--- src/hw/rtl/kvm_pkg.sv ---
// Shared types and codes for the keyed value map.
package kvm_pkg;

  localparam int KEY_W   = 32;
  localparam int VALUE_W = 32;
  localparam int COUNT_W = 5;

  typedef enum logic [1:0] {
    OP_INSERT = 2'd0,
    OP_LOOKUP = 2'd1,
    OP_REMOVE = 2'd2,
    OP_CLEAR  = 2'd3
  } opcode_t;

  typedef enum logic [1:0] {
    STAT_OK      = 2'd0,
    STAT_DUP     = 2'd1,
    STAT_MISSING = 2'd2,
    STAT_FULL    = 2'd3
  } status_t;

  typedef enum logic [1:0] {
    S_IDLE,
    S_WALK,
    S_COMMIT
  } state_t;

  typedef struct packed {
    logic               active;
    logic               hit;
    logic               free_taken;
    logic [KEY_W-1:0]   key;
    logic [VALUE_W-1:0] rd_value;
  } token_t;

  typedef struct packed {
    logic ins;
    logic rem;
    logic clr;
  } cell_ctl_t;

endpackage

--- src/hw/rtl/kvm_cell.sv ---
// One slot of the map: holds a key and value, checks the passing token and hands it on.
module kvm_cell import kvm_pkg::*; (
  input  logic               clk,
  input  logic               rst,
  input  token_t             tok_in,
  output token_t             tok_out,
  input  cell_ctl_t          ctl,
  input  logic [KEY_W-1:0]   wr_key,
  input  logic [VALUE_W-1:0] wr_value,
  output logic               occupied
);

  logic               valid;
  logic [KEY_W-1:0]   slot_key;
  logic [VALUE_W-1:0] slot_value;
  logic               sel_hit;
  logic               sel_free;
  logic               match;
  logic               my_free;
  token_t             tok_next;

  assign occupied = valid;
  assign match    = valid && (slot_key == tok_in.key);
  assign my_free  = !valid && !tok_in.free_taken;

  always_comb begin
    tok_next            = tok_in;
    tok_next.hit        = tok_in.hit | match;
    tok_next.free_taken = tok_in.free_taken | !valid;
    tok_next.rd_value   = match ? slot_value : tok_in.rd_value;
  end

  always_ff @(posedge clk) begin
    if (rst) begin
      tok_out.active <= 1'b0;
    end else begin
      tok_out.active <= tok_in.active;
    end
    tok_out.hit        <= tok_next.hit;
    tok_out.free_taken <= tok_next.free_taken;
    tok_out.key        <= tok_next.key;
    tok_out.rd_value   <= tok_next.rd_value;
  end

  always_ff @(posedge clk) begin
    if (tok_in.active) begin
      sel_hit  <= match;
      sel_free <= my_free;
    end
  end

  always_ff @(posedge clk) begin
    if (rst) begin
      valid <= 1'b0;
    end else if (ctl.clr) begin
      valid <= 1'b0;
    end else if (ctl.ins && sel_free) begin
      valid <= 1'b1;
    end else if (ctl.rem && sel_hit) begin
      valid <= 1'b0;
    end
  end

  always_ff @(posedge clk) begin
    if (ctl.ins && sel_free) begin
      slot_key   <= wr_key;
      slot_value <= wr_value;
    end
  end

endmodule

--- src/hw/rtl/keyed_value_map.sv ---
// Top level of the keyed value map: request control, slot chain and result register.
// A bounded map from 32-bit keys to 32-bit values held in a row of CAPACITY identical
// slot cells. Insert, lookup and remove send a token down the row, one cell per cycle;
// each cell compares its key, marks itself if it matches or is the lowest free slot, and
// hands the token on. When the token leaves the last cell the result is decided and the
// marked cells are written back together. Such a request occupies the block for the walk
// through the row and the write-back; clear skips the walk. Either waits in write-back
// while the result register is full and stalled. The result register lets the next
// request enter while a result still waits to be taken. An insert into a full map
// answers "store full" and changes nothing; a duplicate key wins over full.
module keyed_value_map import kvm_pkg::*; #(
  parameter int CAPACITY = 16
) (
  input  logic                      clk,
  input  logic                      rst,
  input  logic                      in_valid,
  output logic                      in_stall,
  input  logic [1:0]                opcode,
  input  logic signed [KEY_W-1:0]   key,
  input  logic signed [VALUE_W-1:0] entry_value,
  output logic                      out_valid,
  input  logic                      out_stall,
  output logic [1:0]                status,
  output logic signed [VALUE_W-1:0] found_value,
  output logic [COUNT_W-1:0]        entry_count
);

  localparam int CNT_W = $clog2(CAPACITY + 1);

  state_t             state;
  state_t             state_next;
  opcode_t            req_op;
  logic [KEY_W-1:0]   req_key;
  logic [VALUE_W-1:0] req_value;
  logic               res_hit;
  logic               res_free;
  logic [VALUE_W-1:0] res_value;
  logic [CNT_W-1:0]   held_count;
  logic [CNT_W-1:0]   held_count_next;
  logic [CNT_W+COUNT_W-1:0] count_wide;

  token_t             tok [0:CAPACITY];
  logic [CAPACITY-1:0] occupied;
  cell_ctl_t          commit_ctl;
  logic               accept;
  logic               load_ok;
  logic               commit;
  status_t            res_status;
  logic [VALUE_W-1:0] res_rd;

  assign accept = in_valid && !in_stall;

  always_comb begin
    tok[0].active     = accept && (opcode_t'(opcode) != OP_CLEAR);
    tok[0].hit        = 1'b0;
    tok[0].free_taken = 1'b0;
    tok[0].key        = $unsigned(key);
    tok[0].rd_value   = '0;
  end

  for (genvar i = 0; i < CAPACITY; i++) begin : g_cell
    kvm_cell u_cell (
      .clk      (clk),
      .rst      (rst),
      .tok_in   (tok[i]),
      .tok_out  (tok[i+1]),
      .ctl      (commit_ctl),
      .wr_key   (req_key),
      .wr_value (req_value),
      .occupied (occupied[i])
    );
  end

  // next state
  always_comb begin
    state_next = state;
    unique case (state)
      S_IDLE: begin
        if (accept) begin
          state_next = (opcode_t'(opcode) == OP_CLEAR) ? S_COMMIT : S_WALK;
        end
      end
      S_WALK: begin
        if (tok[CAPACITY].active) begin
          state_next = S_COMMIT;
        end
      end
      S_COMMIT: begin
        if (load_ok) begin
          state_next = S_IDLE;
        end
      end
      default: state_next = S_IDLE;
    endcase
  end

  // outputs and result decision
  always_comb begin
    in_stall   = (state != S_IDLE);
    load_ok    = !out_valid || !out_stall;
    commit     = (state == S_COMMIT) && load_ok;
    commit_ctl = '0;
    res_status = STAT_OK;
    res_rd     = '0;
    unique case (req_op)
      OP_INSERT: begin
        if (res_hit) begin
          res_status = STAT_DUP;
        end else if (!res_free) begin
          res_status = STAT_FULL;
        end else begin
          commit_ctl.ins = commit;
        end
      end
      OP_LOOKUP: begin
        if (res_hit) begin
          res_rd = res_value;
        end else begin
          res_status = STAT_MISSING;
        end
      end
      OP_REMOVE: begin
        if (res_hit) begin
          res_rd         = res_value;
          commit_ctl.rem = commit;
        end else begin
          res_status = STAT_MISSING;
        end
      end
      OP_CLEAR: begin
        commit_ctl.clr = commit;
      end
      default: res_status = STAT_OK;
    endcase
  end

  always_comb begin
    held_count_next = held_count;
    if (commit_ctl.clr) begin
      held_count_next = '0;
    end else if (commit_ctl.ins) begin
      held_count_next = held_count + CNT_W'(1);
    end else if (commit_ctl.rem) begin
      held_count_next = held_count - CNT_W'(1);
    end
  end

  always_ff @(posedge clk) begin
    if (rst) begin
      state      <= S_IDLE;
      held_count <= '0;
      out_valid  <= 1'b0;
    end else begin
      state      <= state_next;
      held_count <= held_count_next;
      if (commit) begin
        out_valid <= 1'b1;
      end else if (!out_stall) begin
        out_valid <= 1'b0;
      end
    end
  end

  always_ff @(posedge clk) begin
    if (accept) begin
      req_op    <= opcode_t'(opcode);
      req_key   <= $unsigned(key);
      req_value <= $unsigned(entry_value);
    end
    if (state == S_WALK && tok[CAPACITY].active) begin
      res_hit   <= tok[CAPACITY].hit;
      res_free  <= tok[CAPACITY].free_taken;
      res_value <= tok[CAPACITY].rd_value;
    end
  end

  assign count_wide = {{COUNT_W{1'b0}}, held_count_next};

  always_ff @(posedge clk) begin
    if (commit) begin
      status      <= res_status;
      found_value <= $signed(res_rd);
      entry_count <= count_wide[COUNT_W-1:0];
    end
  end

  logic [CAPACITY:0] tok_active;
  for (genvar j = 0; j <= CAPACITY; j++) begin : g_act
    assign tok_active[j] = tok[j].active;
  end

  a_count_matches: assert property (@(posedge clk) disable iff (rst)
    $countones(occupied) == held_count)
    else $error("entry count differs from occupied slots");

  a_count_bound: assert property (@(posedge clk) disable iff (rst)
    held_count <= CNT_W'(CAPACITY))
    else $error("entry count above capacity");

  a_one_token: assert property (@(posedge clk) disable iff (rst)
    $onehot0(tok_active))
    else $error("more than one token in the slot row");

  a_insert_grows: assert property (@(posedge clk) disable iff (rst)
    commit_ctl.ins |=> held_count == $past(held_count) + CNT_W'(1))
    else $error("insert did not add one entry");

  a_walk_only: assert property (@(posedge clk) disable iff (rst)
    (state == S_IDLE) |-> (tok_active[CAPACITY:1] == '0))
    else $error("token in flight while idle");

endmodule

--- config.mk ---
export PLATFORM = sky130hd
export DESIGN_NAME = keyed_value_map
export DESIGN_NICKNAME = d
export VERILOG_FILES = /design/src/hw/rtl/kvm_pkg.sv /design/src/hw/rtl/kvm_cell.sv /design/src/hw/rtl/keyed_value_map.sv
export SDC_FILE = /design/constraint.sdc
export NUM_CORES = 2
export LEC_CHECK = 0
export ABC_AREA = 1
export BUFFER_PORTS_ARGS = -buffer_cell sky130_fd_sc_hd__buf_2
export CAP_MARGIN = 20
export CELL_PAD_IN_SITES_DETAIL_PLACEMENT = 1
export CELL_PAD_IN_SITES_GLOBAL_PLACEMENT = 2
export CORE_MARGIN = 5
export CORE_UTILIZATION = 42
export DETAILED_ROUTE_END_ITERATION = 16
export GPL_TIMING_DRIVEN = 0
export PLACE_DENSITY_LB_ADDON = 0.1
export SYNTH_ARGS = -nofsm -noshare
export SYNTH_HDL_FRONTEND = slang
export SYNTH_SLANG_ARGS = --single-unit
--- constraint.sdc ---
create_clock -name clk -period 4.8 [get_ports clk]
set_input_delay 0.48 -clock clk [delete_from_list [all_inputs] [get_ports clk]]
set_output_delay 0.48 -clock clk [all_outputs]
set_load 0.05 [all_outputs]
=== Word level (Yosys, flattened, before mapping) ===
Index checks and enable logic that the tools add are counted.

* $add $sub $neg: 2
* Equality and inequality tests: 27
* Muxes and demuxes: 67
* Bitwise gates (word level): 30
* Reduce and logical (&&, ||, !) cells: 125

{| class="wikitable"
|+ Operators with widths
! kind !! number
|-
| $eq A32 B32 Y1 || 16
|-
| $mux W32 || 15
|-
| $logic_and A1 B1 Y1 || 67
|-
| $mux W1 || 40
|-
| $logic_not A1 Y1 || 34
|-
| $reduce_bool A2 Y1 || 17
|-
| $or A1 B1 Y1 || 30
|-
| $mux W5 || 3
|-
| $mux W2 || 7
|-
| $eq A2 B2 Y1 const B || 4
|-
| $ne A2 B2 Y1 const B || 3
|-
| $pmux W2 S3 || 1
|-
| $add A5 B1 Y5 const B || 1
|-
| $sub A5 B1 Y5 const B || 1
|-
| $eq A2 B1 Y1 const B || 2
|-
| $logic_not A2 Y1 || 2
|-
| $ne A2 B1 Y1 const B || 2
|-
| $pmux W2 S2 || 1
|-
| $reduce_or A2 Y1 || 2
|-
| $reduce_and A3 Y1 || 1
|-
| $reduce_and A2 Y1 || 1
|-
| $logic_or A1 B1 Y1 || 1
|}

* Register bits: 2,259
* Input port bits: 70
* Output and inout port bits: 41
* Word-level logic and storage cells: 422

=== Logic depth before layout (Yosys ltp) ===
* Depth after elaboration: 8
* Depth in mapped cells: 12
* Depth with buffers taken out: 11

=== By module ===
A second synthesis with hierarchy kept.

* Cells, all modules: 7,158
* Area, all modules: 79,107.1 um^2

{| class="wikitable"
|+ By module, submodules not included
! module !! instances !! cells an instance !! area an instance (um^2) !! seq. area each (um^2)
|-
| kvm_cell || 16 || 427 || 4,619.4 || 3,343.2
|-
| keyed_value_map || 1 || 326 || 5,196.2 || 4,334.2
|}

=== Worst setup path after synthesis ===
OpenSTA, ideal clock, no wires.

* Path type: register to register
* Start point: reg state[1]
* End point: reg g_cell[0].u_cell.sel_free (enable)
* Arrival: 4.153 ns
* Data required time: 4.489 ns
* Slack: 0.337 ns
* Cell stages (with the launch flop): 6
* Period minus slack after synthesis: 4.463 ns
* Cell sequence: dfxtp_1 inv_1 nand2_1 nor2_1 nand2_1 inv_1

{| class="wikitable"
|+ RTL lines
! item !! RTL line !! RTL
|-
| start, declared || keyed_value_map.sv:30 || <nowiki>state_t state;</nowiki>
|-
| start signal, assigned || keyed_value_map.sv:154 || <nowiki>state <= state_next;</nowiki>
|-
| end signal, assigned || kvm_cell.sv:48 || <nowiki>sel_free <= my_free;</nowiki>
|-
| end, declared || kvm_cell.sv:17 || <nowiki>logic sel_free;</nowiki>
|}

=== Final worst setup path ===
* Start point: in out_stall
* End point: reg g_cell[2].u_cell.slot_key[7] (enable)

* Longest elaborated chain between the ends: 7

{| class="wikitable"
|+ RTL lines
! item !! RTL line !! RTL
|-
| start, declared || keyed_value_map.sv:22 || <nowiki>input logic out_stall,</nowiki>
|-
| $logic_not A1 Y1 || n/a ||
|-
| $logic_or A1 B1 Y1 || keyed_value_map.sv:100 || <nowiki>load_ok = !out_valid || !out_stall;</nowiki>
|-
| $logic_and A1 B1 Y1 || keyed_value_map.sv:101 || <nowiki>commit = (state == S_COMMIT) && load_ok;</nowiki>
|-
| named net commit || keyed_value_map.sv:47 || <nowiki>logic commit;</nowiki>
|-
| $mux W1 || keyed_value_map.sv:109 || <nowiki>end else if (!res_free) begin</nowiki>
|-
| $mux W1 || keyed_value_map.sv:107 || <nowiki>if (res_hit) begin</nowiki>
|-
| $mux W1 || keyed_value_map.sv:105 || <nowiki>unique case (req_op)</nowiki>
|-
| $logic_and A1 B1 Y1 || kvm_cell.sv:65 || <nowiki>if (ctl.ins && sel_free) begin</nowiki>
|-
| end signal, assigned || kvm_cell.sv:66 || <nowiki>slot_key <= wr_key;</nowiki>
|-
| end, declared || kvm_cell.sv:14 || <nowiki>logic [KEY_W-1:0] slot_key;</nowiki>
|}

The timed path passes the listed nets, and every way through them passes these cells.
A chain may end at the register's enable or synchronous reset.

==> metrics.md <==
| Metric | Value |
|---|---|
| Non-Filler Instances | `10000` |
| Crit path cell chain | `dlygate4sd3_1 -> buf_2 -> nand2_1 -> nand3_2 -> inv_2 -> nand3_2 -> inv_2 -> buf_2 -> nand2_1 -> inv_2 -> buf_12` |
| Die X | `440 um` |
| Syn_area_per_cell | `11.3 um^2` |
| Die height | `440 um` |
| Setup violators final | `0` |
| Synth cell types | `35` |
| Critical Path AT | `3.91 ns` |
| Syn_nets | `6965` |
| DRT Wirelength | `180 mm` |
| Worst Hold Class | `in2reg` |
| DRT iter0 DRCs | `2052` |
| Finished Cell Area | `0.0904 mm^2` |
| Antenna violations before repair | `10` |
| CTS root buf | `clkbuf_16` |
| DRC Markers | `0` |
| GRT Residual Overflow | `0` |
| CP max FO | `41` |
| Final Skew | `0.0320 ns` |
| DIE AREA | `0.194 mm^2` |
| Post-Synthesis Cells | `6889` |
| Placer congestion estimate | `0.776` |
| Slew HR | `0.276` |
| Tot GR Track Use | `0.187` |
| First-pass GRT wire length | `277 mm` |
| Most area-hungry cell type in the Yosys netlist | `edfxtp_1` |
| Synth Register Bits | `2259` |
| Final Hold Viols | `0` |
| Pre-CTS setup slack | `1.08 ns` |
| Iteration count of the initial detailed-routing pass | `7` |
| Slew @ Worst Pin | `1.09 ns` |
| I/O Pins | `111` |
| ANT nets after route | `0` |
| CTS tree | `built` |
| Synth area leaders | `edfxtp_1, dfxtp_1, nand2_1` |
| Crit path largest cell delay | `0.59 ns` |
| Row cnt | `158` |
| Period utilization | `0.707` |
| Most used cell, CP | `inv_2` |
| Skew-Pair Late Insertion Delay | `0.85 ns` |
| Port-buffer cells | `109` |
| Max Cap Violations | `0` |
| Placed instance area | `0.0821 mm^2` |
| Fin Setup TNS | `0 ns` |
| Leakage | `38.4 nW` |
| Hold Path Sink | `g_cell[11].u_cell.tok_out[66]` |
| Synthesized area | `0.0777 mm^2` |
| Initial core utilization | `0.421` |
| CTS buffer count | `231` |
| Worst EP required | `5.32 ns` |
| Max-slew violations | `0` |
| Post-DP HPWL | `134 mm` |
| Worst vdd ir | `0.308 mV` |
| Layout cells sized above 1 | `0.108` |
| Synth warnings | `0` |
| # nets final | `7410` |
| Max Clk Rate | `0.295 GHz` |
| Hold Path Origin | `rst` |
| Clock net sink count | `2259` |
| P&R area growth vs syn | `16.3%` |
| CP max-delay cell | `inv_2` |
| Fill cells | `19400` |
| Vias in the first global route | `47300` |
| PwrDens | `434 mW/mm^2` |
| Pin count of the biggest net entering global routing | `65` |
| Type of origin of the critical path | `primary input` |
| Vias per inst | `4.45` |
| Hold path depth | `2` |
| FF-to-FF End | `g_cell[2].u_cell.slot_key[7]` |
| Average wire per standard cell | `17.9 um` |
| CP Class | `in2reg` |
| Min Clock Period, post-route | `3.39 ns` |
| Clk slew on worst S/H paths | `0.06 ns` |
| R2r setup slk | `1.41 ns` |
| Outcome | `finished clean` |
| Sequential area share after synthesis | `0.736` |
| Via count | `44600` |
| Worst Slack Setup Final | `1.41 ns` |
| Core Footprint | `0.185 mm^2` |
| RSZ-0062 raised after global routing | `false` |
| Top cell type's share of synthesized area | `0.462` |
| Reg-to-Reg Start | `out_valid` |
| Max Buffers Root-to-Sink | `3` |
| H-tree levels | `4` |
| CP endpoint kind | `register` |
| Dpl cells | `9510` |
| Worst r2r path cells | `9` |
## final cells by class
class / instances / area, um^2 / share of cell area
diodes: 3 / 7.51 / 0.0000830
well taps: 2480 / 3100 / 0.0343
clock buffers: 365 / 6830 / 0.0756
clock inverters: 73 / 674 / 0.00746
multi-input cells: 3466 / 15600 / 0.173
plain buffers: 159 / 1170 / 0.0129
inverters: 1005 / 3780 / 0.0418
repair buffers: 212 / 2030 / 0.0224
flip-flops and latches: 2259 / 57200 / 0.633
## flip-flops by register name (all words and copies together), names as in the netlist, 32 cells and up
signal and count:
g_cell.u_cell.tok_out 1040, res_value 32, found_value 32, req_key 32, g_cell.u_cell.slot_key 512, g_cell.u_cell.slot_value 512
req_value 32
## cell usage in the layout, fill, tap and decap left out, types with 6 or more instances in the layout
| cell type | netlist | final |
|---|---|---|
| xnor2_1 | 98 | 98 |
| inv_2 | 31 | 43 |
| nor2_4 | 19 | 20 |
| or2_2 | 20 | 20 |
| o21bai_2 | 16 | 16 |
| nor2_1 | 369 | 368 |
| buf_6 | 47 | 48 |
| o21bai_1 | 83 | 83 |
| o21ai_1 | 17 | 17 |
| buf_12 | 1 | 15 |
| buf_2 | 63 | 172 |
| nor3_1 | 10 | 9 |
| o22ai_1 | 32 | 32 |
| nor2_2 | 21 | 21 |
| clkbuf_8 | 0 | 42 |
| nand3b_1 | 6 | 6 |
| nand3_1 | 481 | 481 |
| nand2_2 | 10 | 10 |
| dlygate4sd3_1 | 0 | 67 |
| nand3_4 | 8 | 8 |
| clkbuf_1 | 15 | 101 |
| inv_1 | 974 | 958 |
| clkbuf_16 | 0 | 237 |
| edfxtp_1 | 1195 | 1195 |
| xor2_1 | 23 | 23 |
| nand3_2 | 14 | 14 |
| buf_4 | 33 | 34 |
| nand2_1 | 2132 | 2132 |
| buf_16 | 0 | 17 |
| dfxtp_1 | 1064 | 1064 |
| ha_1 | 6 | 6 |
| bufinv_16 | 0 | 7 |
| o21ai_0 | 38 | 38 |
| a21oi_1 | 20 | 20 |
| clkinv_1 | 0 | 15 |
| clkinv_2 | 0 | 36 |
| nor3_2 | 32 | 33 |
## metrics by stage
step | hold WS, ns | utilization | total power, W
after floorplan | 0.331 | - | 0.0216
after global placement | 0.349 | 0.440 | 0.0221
after detailed placement | 0.348 | 0.444 | 0.0222
after CTS | 0.0104 | 0.488 | 0.0397
after global routing | 0.0619 | 0.489 | 0.0407
final | 0.0987 | 0.489 | 0.0392
## per-layer routing
layer / part of all wire / GRT usage
met3: 0.030 / 0.0272
met2: 0.50 / 0.331
met5: 0 / 0
met1: 0.45 / 0.241
met4: 0.020 / 0.0467
## critical path, delay by kind of cell
family        cells  cell delay, ns
simple gates      4            0.72
buf+inv           7            2.63
## cells by family after synthesis
family	share of synthesized area
fa+ha+maj	0.000966
flops	0.736
buf+inv	0.0636
xor+xnor	0.0136
simple gates	0.168
compound gates	0.0182
## where the power goes
part           total [W]  internal, W  switching (W)  leakage (nW)
Sequential        0.0211       0.0206       0.000458          19.6
Combinational   0.000684     0.000265       0.000419          15.2
Clock             0.0174       0.0101        0.00730          3.68
Total             0.0392       0.0310        0.00817          38.4
## Yosys cell counts
cell	count
o21bai_1	83
a311oi_1	1
edfxtp_1	1195
dfxtp_1	1064
nand3_4	8
nor3b_1	1
inv_1	974
o21ai_0	38
buf_12	1
nand3_2	14
nor2_4	19
nand4_1	4
nor3_1	10
nor3_2	32
o211ai_1	4
nor2_2	21
nand2_1	2132
nand2_2	10
xnor2_1	98
xor2_1	23
nand3b_1	6
nand3_1	481
a21oi_1	20
buf_2	63
nor2_1	369
buf_6	47
clkbuf_1	15
o22ai_1	32
ha_1	6
or2_2	20
or2_1	1
buf_4	33
inv_2	31
o21bai_2	16
o21ai_1	17
## worst max-delay path by stage
| stage | from | endpoint | slack (ns) | cells past startpoint |
|---|---|---|---|---|
| 3_5_place_dp | out_stall | g_cell[2].u_cell.slot_key[10] | 1.08 | 10 |
| 2_1_floorplan | state[1] | g_cell[0].u_cell.sel_free | 0.34 | 5 |
| 6_report | out_stall | g_cell[2].u_cell.slot_key[7] | 1.41 | 11 |
| 4_1_cts | out_valid | g_cell[2].u_cell.slot_key[7] | 1.34 | 9 |
| 3_3_place_gp | in_valid | g_cell[0].u_cell.sel_free | -4.73 | 5 |
| 5_1_grt | state[1] | g_cell[2].u_cell.slot_key[7] | 1.13 | 8 |
## what timing repair did
action                                  4_1_cts  5_1_grt
hold buffers                                 67        0
setup buffers                                 0        0
endpoints found under the setup margin        0        0
hold endpoints to repair                    100        0
gates resized for setup                       0        0
(Power assumes the default switching activity.)
